<file path="src/design/dcmb_pkg.sv">
// dcmb_pkg: shared types, constants and register indexes of the dcm balance controller
// no dependencies
package dcmb_pkg;

  localparam int FracBits = 16;

  typedef enum logic [2:0] {
    REG_PROP_X  = 3'd0,
    REG_PROP_Y  = 3'd1,
    REG_INT_X   = 3'd2,
    REG_INT_Y   = 3'd3,
    REG_ZMP     = 3'd4,
    REG_RETAIN  = 3'd5,
    REG_STIFF   = 3'd6,
    REG_WEIGHT  = 3'd7
  } reg_idx_e;

  typedef struct packed {
    logic signed [31:0] dcm_x;
    logic signed [31:0] dcm_y;
    logic signed [31:0] dcm_target_x;
    logic signed [31:0] dcm_target_y;
    logic signed [31:0] zmp_target_x;
    logic signed [31:0] zmp_target_y;
    logic signed [31:0] zmp_meas_x;
    logic signed [31:0] zmp_meas_y;
    logic signed [31:0] com_x;
    logic signed [31:0] com_y;
    logic signed [31:0] com_z;
    logic               clear_integral;
  } in_item_t;

  typedef struct packed {
    logic signed [31:0] zmp_ref_x;
    logic signed [31:0] zmp_ref_y;
    logic signed [31:0] force_x;
    logic signed [31:0] force_y;
    logic        [30:0] force_z;
    logic signed [31:0] torque_x;
    logic signed [31:0] torque_y;
    logic signed [31:0] torque_z;
  } out_item_t;

  typedef struct packed {
    logic [3:0]  index;
    logic [31:0] data;
  } cfg_item_t;

  typedef enum logic [1:0] {
    ST_IDLE,
    ST_RUN,
    ST_OUT
  } state_e;

  // saturate a 34 bit signed value to 32 bits
  function automatic logic signed [31:0] sat34(input logic signed [33:0] v);
    logic signed [33:0] hi;
    logic signed [33:0] lo;
    hi = 34'sh0_7FFF_FFFF;
    lo = -34'sh0_8000_0000;
    if (v > hi) begin
      sat34 = 32'sh7FFF_FFFF;
    end else if (v < lo) begin
      sat34 = 32'sh8000_0000;
    end else begin
      sat34 = v[31:0];
    end
  endfunction

endpackage

</file>
<file path="src/design/dcmb_mul.sv">
// dcmb_mul: registered fixed point multiply, round to nearest and saturate
// depends on dcmb_pkg
module dcmb_mul (
  input  logic               clk_i,
  input  logic signed [32:0] a_i,
  input  logic signed [32:0] b_i,
  output logic signed [31:0] p_o
);
  import dcmb_pkg::*;

  logic signed [65:0] prod;
  logic signed [65:0] shifted;
  logic signed [65:0] hi;
  logic signed [65:0] lo;
  logic signed [31:0] p_d;

  // product plus half lsb, arithmetic shift gives floor
  always_comb begin
    prod    = a_i * b_i + (66'sd1 <<< (FracBits - 1));
    shifted = prod >>> FracBits;
    hi      = 66'sh7FFF_FFFF;
    lo      = -66'sh8000_0000;
    if (shifted > hi) begin
      p_d = 32'sh7FFF_FFFF;
    end else if (shifted < lo) begin
      p_d = 32'sh8000_0000;
    end else begin
      p_d = shifted[31:0];
    end
  end

  always_ff @(posedge clk_i) begin
    p_o <= p_d;
  end
endmodule

</file>
<file path="config.mk">
export PLATFORM = sky130hd
export DESIGN_NAME = dcmb_mul
export DESIGN_NICKNAME = d
export VERILOG_FILES = /design/src/design/dcmb_pkg.sv /design/src/design/dcmb_mul.sv
export SDC_FILE = /design/constraint.sdc
export NUM_CORES = 2
export LEC_CHECK = 0
export ABC_AREA = 1
export BUFFER_PORTS_ARGS = -buffer_cell sky130_fd_sc_hd__buf_2
export CAP_MARGIN = 20
export CORE_ASPECT_RATIO = 0.9
export CORE_MARGIN = 3
export CORE_UTILIZATION = 50
export CTS_BUF_LIST = sky130_fd_sc_hd__clkbuf_16
export CTS_CLUSTER_SIZE = 30
export DETAILED_ROUTE_END_ITERATION = 8
export PLACE_DENSITY = 0.69
export SYNTH_ARGS = -nofsm -noshare
export SYNTH_HDL_FRONTEND = slang
export SYNTH_SLANG_ARGS = --single-unit
</file>
<file path="constraint.sdc">
create_clock -name clk_i -period 7.96 [get_ports clk_i]
set_clock_uncertainty 0.1 [all_clocks]
set_input_delay 1.194 -clock clk_i [delete_from_list [all_inputs] [get_ports clk_i]]
set_output_delay 1.194 -clock clk_i [all_outputs]
set_load 0.005 [all_outputs]
</file>
==> Word-level counts from Yosys, hierarchy flattened <==
Cells that the tools add are included.
{ "op_classes": {"n_mul": 1, "n_mux": 1, "magnitude_cmp": 2, "n_addsub": 1} }
{ "ops": {"columns": ["cell", "count"], "rows": [
  ["adder 66 x 17 -> 66 bit (second input constant)", 1],
  ["multiplier 33 x 33 -> 66 bit", 1],
  ["greater-than comparator 50 x 32 -> 1 bit (second input constant)", 1],
  ["< comparator 50 x 32 -> 1 bit (second input constant)", 1],
  ["2-to-1 mux 32 bit", 1]
]} }
{ "totals": {"output_inout_bits": 32, "wordCells": 6, "ff_bits": 32, "input_bits": 67} }

==> Logic depth before layout (Yosys ltp) <==
{ "depth": {"depth_word": 4, "mapped_depth": 41, "ltp_nobuf": 38} }

==> Worst setup path before layout <==
Ideal clock, no wire load.
{ "synth_timing": {"kind": "input -> register", "from": "input port a_i[32]", "to": "register p_o[18]", "t_required_ns": 7.802, "setup_slack_ns": -0.688, "path_stages": 34, "setup_ns": 0.058, "path_buffers": 3, "arrival_time_ns": 8.490, "cell_sequence": "clkbuf_1 -> clkbuf_1 -> nand2_1 -> inv_1 -> fa_1 -> inv_1 -> fa_1 -> inv_1 -> fa_1 -> fa_1 -> inv_1 -> fa_1 -> inv_1 -> fa_1 -> inv_1 -> fa_1 -> fa_1 -> inv_1 -> ha_1 -> nand2_1 -> nor2_1 -> inv_1 -> nor3_2 -> and3_1 -> nand2_1 -> nand2_1 -> nand3_1 -> nand2_1 -> xor2_1 -> inv_2 -> nand2_4 -> buf_6 -> nand2_1 -> nand2_1"} }
{ "synth_between": {"elab_chain_len": 4, "word_cells_on_any_way": 5, "cone_classes": "add/sub (1); mul (1); order compare (2); mux (1)"} }
{ "synth_rtl": {"columns": ["item", "line", "rtl"], "rows": [
  ["from (decl)", "dcmb_mul.sv:5", "input logic signed [32:0] a_i,"],
  ["multiplier 33 x 33 -> 66 bit (*)", "dcmb_mul.sv:19", "prod = a_i * b_i + (66'sd1 <<< (FracBits - 1));"],
  ["adder 66 x 17 -> 66 bit (*)", "dcmb_mul.sv:19", null],
  ["< comparator 50 x 32 -> 1 bit", "dcmb_mul.sv:25", "end else if (shifted < lo) begin"],
  ["2-to-1 mux 32 bit", "dcmb_mul.sv:25", null],
  ["to (signal assigned)", "dcmb_mul.sv:33", "p_o <= p_d;"],
  ["to (decl)", "dcmb_mul.sv:7", "output logic signed [31:0] p_o"]
]} }
Mark *: on every way between the ends. The rest lies on a longest branch, timed or not.
A chain may end at the register's enable or synchronous reset.

==> Worst setup path after layout <==
{ "layout_timing": {"from": "input port a_i[32]", "to": "register p_o[2]"} }
The elaborated chain is that of the path after synthesis.

==> results.yml <==
run_status:
  outcome: "finished with violations"
  violations: "setup timing"
routing:
  drt_iter0_drc: 2349
  finalWirelength_um: 117900
  drc: 0
  vias: 33830
  drtAntennaViolNets: 0
  drt-pass1-iter-count: 7
  detail_route.wl_per_cell_um: 16.84
  detail_route.vias_per_cell: 4.832
place:
  hpwl_um: 104800
  routabilityCongestion: 0.9302
  numPortBuffers: 98
  place_area_um2: 47770
worst_setup_path:
  slowest_delay_ns: 0.61
  critPathCaptureType: "flop"
  worstPathArrival_ns: 8.50
  required_ns: 8.08
  startpoint_type: "primary input"
  crit_fanout: 8
  path_common_cell: "nand2_1"
  cp-startpoint: "a_i[32]"
  crit_type: "in -> reg"
  worst_path_max_delay_cell: "fa_2"
floorplanning:
  fp.dieW_um: 312.7
  die_h_um: 282.0
  core_um2: 83330
  die_area_um2: 88180
  rows: 100
  ioPinCount: 99
  initial_utilization_pct: 50.79
clock_tree:
  clockBufferDepth: 2
  clock-sinks: 32
  clk_pin_slew_ns: 0.05
  htreeDepth: 2
  cts_tree: "done"
  cts_inserted_buffers: 5
  hold_buffers: 0
  root_buffer: "clkbuf_16"
synth:
  ys_types: 39
  syn-cell-area_um2: 42330
  synth_seq_area_share_pct: 1.513
  synth_nets: 6921
  syn_inst: 5500
  syn_avg_cell_area_um2: 7.696
  yosysWarnings: 0
  ys_ff_latch: 32
final_layout:
  drive_gt1_share_pct: 16.85
  layout_commonest_cell: "inv_1"
  final_cell_mix: "1846 x inv_1, 1450 x nand2_1, 1121 x fa_1"
  top_register: "p_o"
  fin_util_pct: 60.10
  syn2layout_area_growth_pct: 18.32
  largest_reg_flops: 32
  largestRegisters: "p_o: 32 flops"
  final_nets: 7297
  final_area_um2: 50080
min_path:
  hp-start: "p_o[6]$_SDFF_PN1_"
  hp-class: "reg -> out"
  hold_depth: 1
sta:
  timing.fmax_mhz: 119.2
  post-route-min-period_ns: 8.387
  fin_crit_sh_pct: 105.4
  rsz0062_at_grt: "true"
  max_slew_margin_pct: 66.88
  finalHoldViolCount: 0
  finalSetupViolCount: 32
  fin_tns_setup_ns: -12.11
  slew_violations: 0
  layout_setup_ws_ns: -0.4273
  tightest_slew_ns: 0.4932
global_routing:
  antenna_found_initial: 2
  grt_pass1_wl_um: 193200
  grt_overflow_total: 0
  grt_util_all_layers_pct: 27.69
  grt_max_degree: 32
  grt_pass1_vias: 36890
job:
  cap_violations: 0
==> area by class of cell <==
cell class / instances / area, um2
Timing Repair Buffer: 631 / 5580
Sequential cell: 32 / 640.6
Clock inverter: 3 / 38.79
Fill cell: 7370 / 33250
Multi-Input combinational cell: 3320 / 35190
Tap cell: 1122 / 1404
Clock buffer: 5 / 125.1
Inverter: 1886 / 7098
Antenna cell: 2 / 5.005
==> logic make-up after synthesis <==
family,count (synthesis),synth area share [%]
flip-flops,32,1.513
XOR/XNOR,50,1.035
adder cells (fa/ha/maj),1354,60.33
AND/OR/NAND/NOR,1800,16.48
AO/OA/AOI/OAI,113,1.454
buffers and inverters,2151,19.18
==> routing by layer <==
| layer | up-vias | track usage [%] | share of wire [%] |
|---|---|---|---|
| met5 | - | 0 | 0 |
| met2 | 1210 | 47.80 | 49 |
| met4 | 0 | 6.955 | 2.8 |
| met1 | 16850 | 37.08 | 41 |
| met3 | 182 | 4.036 | 7.9 |
| li1 | 15580 | - | - |
==> timing repair <==
item	4_1_cts	5_1_grt
gates cloned	3	5
buffers inserted	4	34
resized for setup	95	358
endpoints found under the setup margin	32	32
pin swaps	17	134
==> worst paths after layout <==
kind	end	slack [ns]
hold / removal	p_o[6]	1.76
setup / recovery	p_o[2]$_SDFF_PN1_	-0.43
==> per-stage QoR <==
| stage | hold slack [ns] | setup slack (ns) | std cells |
|---|---|---|---|
| CTS | 1.768 | -0.3368 | 6962 |
| detailed placement | 1.476 | -1.024 | 6947 |
| floorplan | 1.378 | -0.3525 | 5500 |
| global route | 1.782 | -0.6788 | 7001 |
| finish | 1.761 | -0.4273 | 7001 |
| global placement | 1.479 | -0.9363 | 6947 |
==> critical path, delay by kind of cell <==
| kind | cells | cell delay [ns] |
|---|---|---|
| fa+ha+maj | 9 | 4.49 |
| buf+inv | 11 | 1.05 |
| simple gates | 16 | 1.75 |
==> synthesized netlist by cell type (all sizes together) <==
master | number | share of area (%)
a21o | 1 | 0.018
or2 | 11 | 0.16
inv | 1884 | 17
xor2 | 29 | 0.60
nand4 | 11 | 0.16
buf | 10 | 0.20
nor3 | 10 | 0.16
dfxtp | 32 | 1.5
clkbuf | 255 | 2.3
a221oi | 1 | 0.021
xnor2 | 21 | 0.43
and3 | 4 | 0.059
and2 | 2 | 0.030
nor4 | 3 | 0.044
a31oi | 2 | 0.030
o21a | 1 | 0.018
ha | 209 | 6.2
fa | 1145 | 54
a21oi | 72 | 0.85
nand3 | 57 | 0.69
a41oi | 1 | 0.021
nand2 | 1559 | 14
clkinv | 2 | 0.018
nand3b | 1 | 0.018
nor3b | 1 | 0.018
o21ai | 21 | 0.25
o21bai | 14 | 0.25
nor2 | 141 | 1.3
Power is not shown: default switching activity piles up to over one toggle a cycle in this logic, so the estimate is an artifact.
